$ cat src/hw/rtl/tirm_pkg.sv
package tirm_pkg;

  // Field widths of the pixel streams and the configuration port.
  localparam int COL_W      = 11;
  localparam int COLOUR_W   = 32;
  localparam int ANGLE_W    = 9;
  localparam int DIM_W      = 12;
  localparam int CFG_IDX_W  = 3;
  localparam int CFG_DATA_W = 12;

  // Reset values of the frame size registers.
  localparam logic [DIM_W-1:0] RESET_WIDTH  = 12'd640;
  localparam logic [DIM_W-1:0] RESET_HEIGHT = 12'd480;

  // Configuration register indexes.
  typedef enum logic [CFG_IDX_W-1:0] {
    CFG_ANGLE_X     = 3'd0,
    CFG_ANGLE_Y     = 3'd1,
    CFG_ANGLE_Z     = 3'd2,
    CFG_SRC_WIDTH   = 3'd3,
    CFG_SRC_HEIGHT  = 3'd4,
    CFG_DEST_WIDTH  = 3'd5,
    CFG_DEST_HEIGHT = 3'd6
  } cfg_reg_t;

  // Quarter-wave sine table, round(16384 * sin(k degrees)) for k = 0..90.
  localparam int TABLE_FRAC = 14;
  localparam int SINE_W     = 15;
  localparam int SINE_DEPTH = 91;

  localparam logic [SINE_W-1:0] QUARTER_SINE [SINE_DEPTH] = '{
    15'd0,     15'd286,   15'd572,   15'd857,   15'd1143,
    15'd1428,  15'd1713,  15'd1997,  15'd2280,  15'd2563,
    15'd2845,  15'd3126,  15'd3406,  15'd3686,  15'd3964,
    15'd4240,  15'd4516,  15'd4790,  15'd5063,  15'd5334,
    15'd5604,  15'd5872,  15'd6138,  15'd6402,  15'd6664,
    15'd6924,  15'd7182,  15'd7438,  15'd7692,  15'd7943,
    15'd8192,  15'd8438,  15'd8682,  15'd8923,  15'd9162,
    15'd9397,  15'd9630,  15'd9860,  15'd10087, 15'd10311,
    15'd10531, 15'd10749, 15'd10963, 15'd11174, 15'd11381,
    15'd11585, 15'd11786, 15'd11982, 15'd12176, 15'd12365,
    15'd12551, 15'd12733, 15'd12911, 15'd13085, 15'd13255,
    15'd13421, 15'd13583, 15'd13741, 15'd13894, 15'd14044,
    15'd14189, 15'd14330, 15'd14466, 15'd14598, 15'd14726,
    15'd14849, 15'd14968, 15'd15082, 15'd15191, 15'd15296,
    15'd15396, 15'd15491, 15'd15582, 15'd15668, 15'd15749,
    15'd15826, 15'd15897, 15'd15964, 15'd16026, 15'd16083,
    15'd16135, 15'd16182, 15'd16225, 15'd16262, 15'd16294,
    15'd16322, 15'd16344, 15'd16362, 15'd16374, 15'd16382,
    15'd16384
  };

endpackage

$ cat src/hw/rtl/tirm_trig.sv
// Registered sine and cosine of a whole-degree angle, signed Q2.TRIG_FRAC_BITS.
module tirm_trig #(
  parameter int TRIG_FRAC_BITS = 14
) (
  input  logic                                clk,
  input  logic [tirm_pkg::ANGLE_W-1:0]        angle,
  output logic signed [TRIG_FRAC_BITS+1:0]    sine,
  output logic signed [TRIG_FRAC_BITS+1:0]    cosine
);
  import tirm_pkg::*;

  localparam int TW  = TRIG_FRAC_BITS + 2;
  localparam int SL  = (TRIG_FRAC_BITS >= TABLE_FRAC) ? TRIG_FRAC_BITS - TABLE_FRAC : 0;
  localparam int SR  = (TRIG_FRAC_BITS < TABLE_FRAC) ? TABLE_FRAC - TRIG_FRAC_BITS : 0;
  localparam logic [31:0] RND = (SR > 0) ? (32'd1 << (SR - 1)) : 32'd0;

  // Bring a table entry from Q14 to the working fraction width, rounding half up.
  function automatic logic signed [TW-1:0] rescale(input logic [SINE_W-1:0] v);
    logic [31:0] t;
    t = 32'(v) << SL;
    t = (t + RND) >> SR;
    return t[TW-1:0];
  endfunction

  // Sine of an angle below 720 degrees.
  function automatic logic signed [TW-1:0] sin_deg(input logic [9:0] deg);
    logic [9:0]              d;
    logic [6:0]              r;
    logic [6:0]              idx;
    logic                    neg;
    logic                    mirror;
    logic signed [TW-1:0]    mag;
    d      = (deg >= 10'd360) ? deg - 10'd360 : deg;
    neg    = 1'b0;
    mirror = 1'b0;
    priority if (d >= 10'd270) begin
      r      = 7'(d - 10'd270);
      neg    = 1'b1;
      mirror = 1'b1;
    end else if (d >= 10'd180) begin
      r   = 7'(d - 10'd180);
      neg = 1'b1;
    end else if (d >= 10'd90) begin
      r      = 7'(d - 10'd90);
      mirror = 1'b1;
    end else begin
      r = d[6:0];
    end
    idx = mirror ? 7'd90 - r : r;
    mag = rescale(QUARTER_SINE[idx]);
    return neg ? -mag : mag;
  endfunction

  logic [9:0] angle_mod;

  always_comb begin
    angle_mod = (angle >= 9'd360) ? 10'(angle - 9'd360) : 10'(angle);
  end

  always_ff @(posedge clk) begin
    sine   <= sin_deg(angle_mod);
    cosine <= sin_deg(angle_mod + 10'd90);
  end

endmodule

$ cat config.mk
export PLATFORM = sky130hd
export DESIGN_NAME = tirm_trig
export DESIGN_NICKNAME = d
export VERILOG_FILES = /design/src/hw/rtl/tirm_pkg.sv /design/src/hw/rtl/tirm_trig.sv
export SDC_FILE = /design/constraint.sdc
export NUM_CORES = 1
export LEC_CHECK = 0
export BUFFER_PORTS_ARGS = -buffer_cell sky130_fd_sc_hd__buf_4
export CAP_MARGIN = 20
export CORE_UTILIZATION = 50
export CTS_CLUSTER_DIAMETER = 150
export DETAILED_ROUTE_END_ITERATION = 12
export PLACE_DENSITY_LB_ADDON = 0.12
export REMOVE_ABC_BUFFERS = 1
export SETUP_SLACK_MARGIN = 0.15
export SLEW_MARGIN = 20
export SYNTH_ARGS = -nofsm -noshare
export SYNTH_HDL_FRONTEND = slang
export SYNTH_SLANG_ARGS = --single-unit
$ cat constraint.sdc
create_clock -name clk -period 19.55 [get_ports clk]
set_clock_uncertainty 0.15 [all_clocks]
set_input_delay 2.9325 -clock clk [delete_from_list [all_inputs] [get_ports clk]]
set_output_delay 2.9325 -clock clk [all_outputs]
set_load 0.005 [all_outputs]
==> flow_summary_export.csv, run 1 <==
group,metric,value,unit
critical_path,endpoint_kind,"flip-flop",
yosys,netlist_top_cells_area,"dfxtp_1 (7.6%), a21oi_1 (6.5%), nand2_1 (5.8%), o21ai_0 (5.7%), ha_1 (5.0%)",
flow_run,maxCapViolCount,0,
floorplanning,fp.dieW,132.0,um
pwr,p_per_area,182.1,mW/mm^2
pwr,ir_drop,116.1,uV
clock_tree,clock_sinks,32,
placed_design,place_congestion,0.9640,
yosys,ys_seq_elements,32,
routing,wl,30.35,mm
critical_path,worstPathMaxFanout,27,
timing,drv_slew,0,
clock_tree,postCtsResizedCells,0,
layout,diodes,0,
yosys,avgSynthCellArea,6.801,um^2
yosys,synthTopCellsByCount,"nand2_1 (131), nor2_1 (112), a21oi_1 (110), o21ai_0 (97), clkbuf_1 (62)",
placed_design,dp_hpwl,21.66,mm
yosys,synth.most_common_cell,"nand2_1",
timing,finalCritPeriodShare,0.6743,
routing,viasPerCell,7.046,
yosys,synthCells,1242,
timing,hold_viol,0,
yosys,synth_enable_flop_cells,0,
pwr,leakagePower,3.282,nW
critical_path,cp_slowest_cell,"nor2_2",
placed_design,placed_cell_area,0.008801,mm^2
global_routing,overflow,0,
clock_tree,clkSlewWorstSetupHoldPaths,0.05,ns
layout,drive_gt1_frac,0.1276,
timing,finalSetupViolCount,0,
routing,drt_iter0_markers,1201,
floorplanning,design.die.area,0.01742,mm^2
pwr,comb_power_share,0.876,
routing,vias,10111,
clock_tree,cts_buffers,5,
layout,fin_area,0.008979,mm^2
yosys,synth_seq_area_share,0.07584,
min_path,hp-class,"reg2out",
clock_tree,cts_tree,"built",
pwr,switching_power,957.8,uW
floorplanning,fp-row-count,47,
critical_path,crit_type,"in2reg",
routing,ant_nets,0,
clock_tree,clk_path_buf_depth,2,
floorplanning,start_util,0.5112,
floorplanning,core_area,0.01652,mm^2
floorplanning,fp.dieH,132.0,um
routing,dr.pass1.iters,6,
yosys,synthDistinctLibCells,115,
global_routing,grt_pass1_wl,49.02,mm
timing,timing.fmax,75.85,MHz
pwr,swShare,0.5859,
critical_path,startpoint_type,"input pin",
critical_path,cp.arrival,13.24,ns
clock_tree,root_buffer,"clkbuf_16",
yosys,syn_area,0.008447,mm^2
run_status,status,"completed",
global_routing,grt_antenna_before_repair,0,
timing,finalSetupTns,0,ns
layout,nNetsFinal,1258,
pwr,p_int,677.0,uW
layout,area_growth,6.295,%
critical_path,cpPeakStageDelay,0.78,ns
critical_path,worstPathRequired,19.61,ns
global_routing,track_usage,0.3401,
routing,avgRoutedWirePerCell,21.15,um
clock_tree,ctsHoldBuffers,0,
yosys,synth_flop_cell,"dfxtp_1",
clock_tree,post_cts_buffers,0,
pwr,seq_power_share,0.071,
timing,period_needed,13.18,ns
timing,rsz0062_at_grt,"false",
yosys,synth_top_area_share,0.07584,
floorplanning,io_pins,42,
placed_design,portBuffers,41,
global_routing,grt_max_degree,52,
pwr,pwr-share-clk,0.053,
clock_tree,cts.htree.levels,2,
yosys,yosysWarnings,0,
timing,slew_headroom,0.2311,
yosys,synth_top_cell_by_area,"dfxtp_1",
critical_path,critPathMostFrequentCell,"ha_1",
routing,drc,0,
yosys,async_flop_share,0,
timing,worstMarginPinSlew,1.151,ns
global_routing,grt_pass1_vias,9225,
per-layer routing:
layer  wire length (um)  track usage
met3               2819      0.04691
met1              12570       0.4480
met2              13870       0.5561
met5                  0            0
met4               1084       0.1415
cell usage in the layout, fill, tap and decap left out, types with 33 or more instances in the layout:
master    instances
nand2_1         131
nor2_1          111
a21oi_1         110
o21ai_0          97
buf_4            65
nand3_1          50
nor3_1           38
xnor2_1          35
ha_1             34
o211ai_1         33
inv_1            33
registers in the layout, indices dropped and copies added, names as in the netlist:
register  flops
cosine       16
sine         16
power by group through the flow:
| stage | clock network [mW] | logic (mW) | registers (mW) |
|---|---|---|---|
| after floorplan | 0 | 0.979 | 0.121 |
| after global placement | 0 | 1.38 | 0.117 |
| after detailed placement | 0 | 1.38 | 0.117 |
| after CTS | 0.0873 | 1.39 | 0.117 |
| after global routing | 0.0909 | 1.55 | 0.119 |
| final | 0.0862 | 1.43 | 0.116 |
worst max-delay path, delay by kind of cell:
family,cells,cell delay [ns]
xor+xnor,2,0.26
compound gates,13,4.31
simple gates,12,3.13
mux,1,0.12
fa+ha+maj,4,1.44
buf+inv,5,1.04
area by class of cell:
| type | count | area, um^2 |
|---|---|---|
| tap | 220 | 275.3 |
| timing repair buffer | 66 | 495.5 |
| clock inverter | 3 | 42.54 |
| clock buffer | 5 | 125.1 |
| multi-input combinational | 1072 | 7261 |
| inverter | 37 | 138.9 |
| fill | 1699 | 7546 |
| sequential | 32 | 640.6 |
final timing paths:
check	start	to	slack, ns	cells after the start
max	angle[3]	cosine[14]$_DFF_P_	6.37	37
min	sine[7]$_DFF_P_	sine[7]	3.45	1
cell families (layout without fill, tap and decap cells):
group	Yosys count	count (layout)	share of synthesized area
AOI/OAI and AO/OA	518	518	0.4368
and+or+nand+nor	434	434	0.2552
buffers and inverters	138	111	0.06843
xor gates and xnor gates	66	66	0.08103
adders and majority gates	34	34	0.05036
DFF	32	32	0.07584
muxes	20	20	0.03229
metrics by stage:
stage / hold slack (ns) / cells / total power, mW / util / setup slack [ns]
floorplan: 3.067 / 1141 / 1.100 / - / 5.801
global placement: 3.161 / 1426 / 1.499 / 0.5326 / 6.748
detailed placement: 3.161 / 1426 / 1.500 / 0.5326 / 6.405
CTS: 3.456 / 1434 / 1.595 / 0.5427 / 6.640
global route: 3.469 / 1435 / 1.756 / 0.5433 / 5.590
finish: 3.452 / 1435 / 1.635 / 0.5433 / 6.367
(Power assumes the default switching activity.)
==> run 2: changes to the inputs <==
Clock period 19.55 ns to 13.3 ns, I/O delays scaled along.
==> run 2 against run 1 <==
Highest routed layer unchanged; count of clock-buffer cells in the layout is 1 higher; die area did not move; worst setup slack worse by 4.8 ns; via count about the same; combinational power is 47% higher; non-clock buffer count stayed put; global-route usage down 0.68 points; first-iteration DRC count is 7.2% higher.
==> flow_summary_export.csv, run 2 (synthesized netlist as in run 1, its figures left out) <==
group,metric,value,unit
layout,nNetsFinal,1258,
global_routing,grt_max_degree,52,
timing,hold_viol,0,
clock_tree,clkSlewWorstSetupHoldPaths,0.05,ns
clock_tree,root_buffer,"clkbuf_16",
floorplanning,fp-row-count,47,
timing,finalCritPeriodShare,0.8858,
global_routing,overflow,0,
layout,multi_input_area,0.007258,mm^2
critical_path,startpoint_type,"input pin",
floorplanning,core_area,0.01652,mm^2
min_path,hp-class,"reg2out",
min_path,hold_depth,1,
clock_tree,cts_buffers,5,
routing,drt_iter0_markers,1287,
pwr,p_per_area,264.8,mW/mm^2
clock_tree,clock_sinks,32,
critical_path,cp_slowest_cell,"ha_1",
timing,slew_headroom,0.2282,
critical_path,worstPathMaxFanout,27,
layout,top_regs,"cosine (16), sine (16)",
global_routing,track_usage,0.3334,
pwr,ir_drop,159.7,uV
placed_design,portBuffers,41,
routing,ant_nets,0,
layout,final_common_cell,"nand2_1",
critical_path,cp.arrival,11.83,ns
routing,drc,0,
timing,whs,2.506,ns
global_routing,grt_antenna_before_repair,0,
placed_design,dp_hpwl,21.25,mm
floorplanning,fp.dieH,132.0,um
clock_tree,postCtsResizedCells,0,
layout,utilization,0.5412,
floorplanning,start_util,0.5112,
critical_path,cpPeakStageDelay,0.68,ns
timing,worstMarginPinSlew,1.153,ns
routing,wl,29.88,mm
critical_path,crit_type,"in2reg",
timing,timing.fmax,84.88,MHz
layout,most-common-layout-cells,"nand2_1 (131), nor2_1 (112), a21oi_1 (110)",
global_routing,grt_pass1_wl,48.20,mm
pwr,leakagePower,3.268,nW
run_status,status,"completed",
timing,drv_slew,0,
routing,vias,10108,
clock_tree,post_cts_buffers,0,
timing,period_needed,11.78,ns
critical_path,endpoint_kind,"flip-flop",
timing,rsz0062_at_grt,"false",
routing,avgRoutedWirePerCell,20.84,um
floorplanning,io_pins,42,
timing,finalSetupTns,0,ns
clock_tree,cts_tree,"built",
layout,drive_gt1_frac,0.1252,
layout,seqCellArea,640.6,um^2
routing,viasPerCell,7.049,
layout,nFillCells,1674,
global_routing,grt_pass1_vias,9241,
floorplanning,fp.dieW,132.0,um
flow_run,maxCapViolCount,0,
clock_tree,ctsHoldBuffers,0,
critical_path,endpoint,"cosine[13]$_DFF_P_",
clock_tree,cts.htree.levels,2,
critical_path,worstPathRequired,13.35,ns
clock_tree,clk_path_buf_depth,2,
floorplanning,design.die.area,0.01742,mm^2
placed_design,place_congestion,1.021,
critical_path,cp-startpoint,"angle[3]",
timing,finalSetupViolCount,0,
layout,diodes,0,
routing,dr.pass1.iters,7,
layout,area_growth,5.866,%
run 2: critical path, delay by kind of cell:
kind                       cells  cell delay [ns]
buffers and inverters          5             0.95
xor gates and xnor gates       2             0.26
AOI/OAI and AO/OA             15             4.60
and+or+nand+nor               11             2.52
adders and majority gates      4             1.48
run 2: through the flow:
stage	std cells	setup slack [ns]	total power, mW	cell area (um^2)
floorplan	1141	0.4883	1.617	8008
global placement	1425	1.561	2.192	8793
detailed placement	1425	1.287	2.194	8793
CTS	1432	1.559	2.303	8927
global route	1434	0.7150	2.539	8942
finish	1434	1.519	2.368	8942
run 2: cell type report:
cell class / instances / share of cell area
Multi-Input combinational cell: 1072 / 0.8117
Inverter: 37 / 0.01553
Sequential cell: 32 / 0.07164
Tap cell: 220 / 0.03078
Timing Repair Buffer: 66 / 0.05541
Clock buffer: 6 / 0.01441
Clock inverter: 1 / 0.0005597
run 2: report_power, final:
group | total [mW] | switching (mW) | internal (mW)
registers | 0.170 | 0.0123 | 0.158
logic | 2.10 | 1.34 | 0.752
clock network | 0.102 | 0.0346 | 0.0675
run 2: routing by layer:
metal	wire length [um]	GRT usage	up-vias
met4	1145	0.1531	0
met3	2976	0.04806	110
met1	12440	0.4445	4664
met5	0	0	-
met2	13320	0.5300	642
li1	-	-	4692
run 2: worst min-delay path by stage:
stage                              startpoint        end  slack, ns
after floorplan             cosine[0]$_DFF_P_  cosine[0]       2.13
after detailed placement  sine[15]$_SDFF_PP0_   sine[15]       2.22
after global placement        sine[4]$_DFF_P_    sine[4]       2.22
final                         sine[4]$_DFF_P_    sine[4]       2.51
after CTS                     sine[4]$_DFF_P_    sine[4]       2.51
after global routing          sine[7]$_DFF_P_    sine[7]       2.52
==> run 3: changes to the inputs <==
Settings changed: RECOVER_POWER set to 25.
==> run 3 against run 2 <==
Sequential cell count is the same; core utilization is the same; global-route usage is the same; sequential share of layout area is the same; critical endpoint unchanged; sequential power is essentially flat; non-clock buffer count is the same; worst setup slack lost 0.034 ns.
==> flow_summary_export.csv, run 3 (synthesized netlist as in run 1, its figures left out) <==
group,metric,value,unit
clock_tree,clk_path_buf_depth,2,
floorplanning,design.die.area,0.01742,mm^2
placed_design,dp_hpwl,21.25,mm
layout,area_growth,5.866,%
floorplanning,core_area,0.01652,mm^2
routing,dr.pass1.iters,8,
global_routing,grt_pass1_wl,48.20,mm
timing,timing.fmax,84.64,MHz
timing,finalCritPeriodShare,0.8883,
routing,avgRoutedWirePerCell,20.79,um
timing,hold_viol,0,
timing,finalSetupViolCount,0,
floorplanning,fp-row-count,47,
pwr,leakagePower,3.265,nW
routing,vias,10172,
global_routing,grt_pass1_vias,9241,
global_routing,overflow,0,
pwr,ir_drop,160.0,uV
min_path,worstHoldStart,"sine[0]$_DFF_P_",
clock_tree,clkSlewWorstSetupHoldPaths,0.05,ns
routing,drt_iter0_markers,1161,
critical_path,cp_slowest_cell,"ha_1",
critical_path,crit_type,"in2reg",
routing,wl,29.81,mm
layout,multi_input_area,0.007258,mm^2
placed_design,place_congestion,1.021,
clock_tree,post_cts_buffers,0,
floorplanning,start_util,0.5112,
flow_run,maxCapViolCount,0,
global_routing,grt_antenna_before_repair,0,
critical_path,worstPathMaxFanout,27,
pwr,p_per_area,264.5,mW/mm^2
layout,seqCellArea,640.6,um^2
routing,ant_nets,0,
routing,drc,0,
timing,finalSetupTns,0,ns
clock_tree,cts.htree.levels,2,
global_routing,grt_max_degree,52,
timing,worstMarginPinSlew,1.125,ns
pwr,power,2.365,mW
clock_tree,cts_buffers,5,
layout,drive_gt1_frac,0.1252,
timing,slew_headroom,0.2475,
min_path,hp-class,"reg2out",
floorplanning,fp.dieH,132.0,um
min_path,hold_path_end,"sine[0]",
timing,period_needed,11.81,ns
critical_path,startpoint_type,"input pin",
clock_tree,clock_sinks,32,
layout,final_common_cell,"nand2_1",
critical_path,cpPeakStageDelay,0.67,ns
run_status,status,"completed",
layout,nFillCells,1674,
floorplanning,fp.dieW,132.0,um
floorplanning,io_pins,42,
clock_tree,postCtsResizedCells,0,
layout,most-common-layout-cells,"nand2_1 (131), nor2_1 (112), a21oi_1 (110)",
min_path,hold_depth,1,
timing,rsz0062_at_grt,"false",
clock_tree,root_buffer,"clkbuf_16",
routing,viasPerCell,7.093,
critical_path,endpoint_kind,"flip-flop",
clock_tree,ctsHoldBuffers,0,
global_routing,track_usage,0.3334,
critical_path,cp.arrival,11.87,ns
timing,whs,2.506,ns
layout,nNetsFinal,1258,
critical_path,worstPathRequired,13.35,ns
layout,top_regs,"cosine (16), sine (16)",
layout,diodes,0,
clock_tree,cts_tree,"built",
timing,drv_slew,0,
placed_design,portBuffers,41,
run 3: changes by cell type in the layout (fill, tap and decap cells not counted):
cell	change
clkbuf_4	+16
buf_4	-16
run 3: final cells by class:
type,instances,share of cell area
sequential,32,0.07164
tap,220,0.03078
inverter,37,0.01553
clock buffer,6,0.01441
multi-input combinational,1072,0.8117
clock inverter,1,0.0005597
timing repair buffer,66,0.05541
run 3: how the worst max path moves through the flow:
stage	from	to	slack [ns]
CTS	angle[3]	cosine[13]$_DFF_P_	1.56
detailed placement	angle[3]	cosine[13]$_DFF_P_	1.29
floorplan	angle[3]	sine[12]$_DFF_P_	0.49
global route	angle[3]	cosine[13]$_DFF_P_	0.72
finish	angle[3]	cosine[13]$_DFF_P_	1.49
global placement	angle[3]	cosine[13]$_DFF_P_	1.56
run 3: report_power, final:
group          switching [mW]  leakage (nW)  internal, mW
combinational            1.34          2.93         0.750
clock                  0.0346        0.0667        0.0675
sequential             0.0119         0.270         0.158
run 3: routing by layer:
| metal | track usage | share of wire |
|---|---|---|
| met5 | 0 | 0 |
| met4 | 0.1531 | 0.038 |
| met3 | 0.04806 | 0.11 |
| met2 | 0.5300 | 0.45 |
| met1 | 0.4445 | 0.41 |
run 3: stage by stage:
stage / worst slack (ns) / area, um^2 / cells / util
2_1_floorplan: 0.4883 / 8008 / 1141 / -
3_3_place_gp: 1.561 / 8793 / 1425 / 0.5321
3_5_place_dp: 1.287 / 8793 / 1425 / 0.5321
4_1_cts: 1.559 / 8927 / 1432 / 0.5402
5_1_grt: 0.7150 / 8942 / 1434 / 0.5412
6_report: 1.485 / 8942 / 1434 / 0.5412
run 3: critical path: cells and delay by family:
family / cells / cell delay [ns]
compound gates: 15 / 4.63
xor+xnor: 2 / 0.26
fa+ha+maj: 4 / 1.47
buf+inv: 5 / 0.95
simple gates: 11 / 2.54
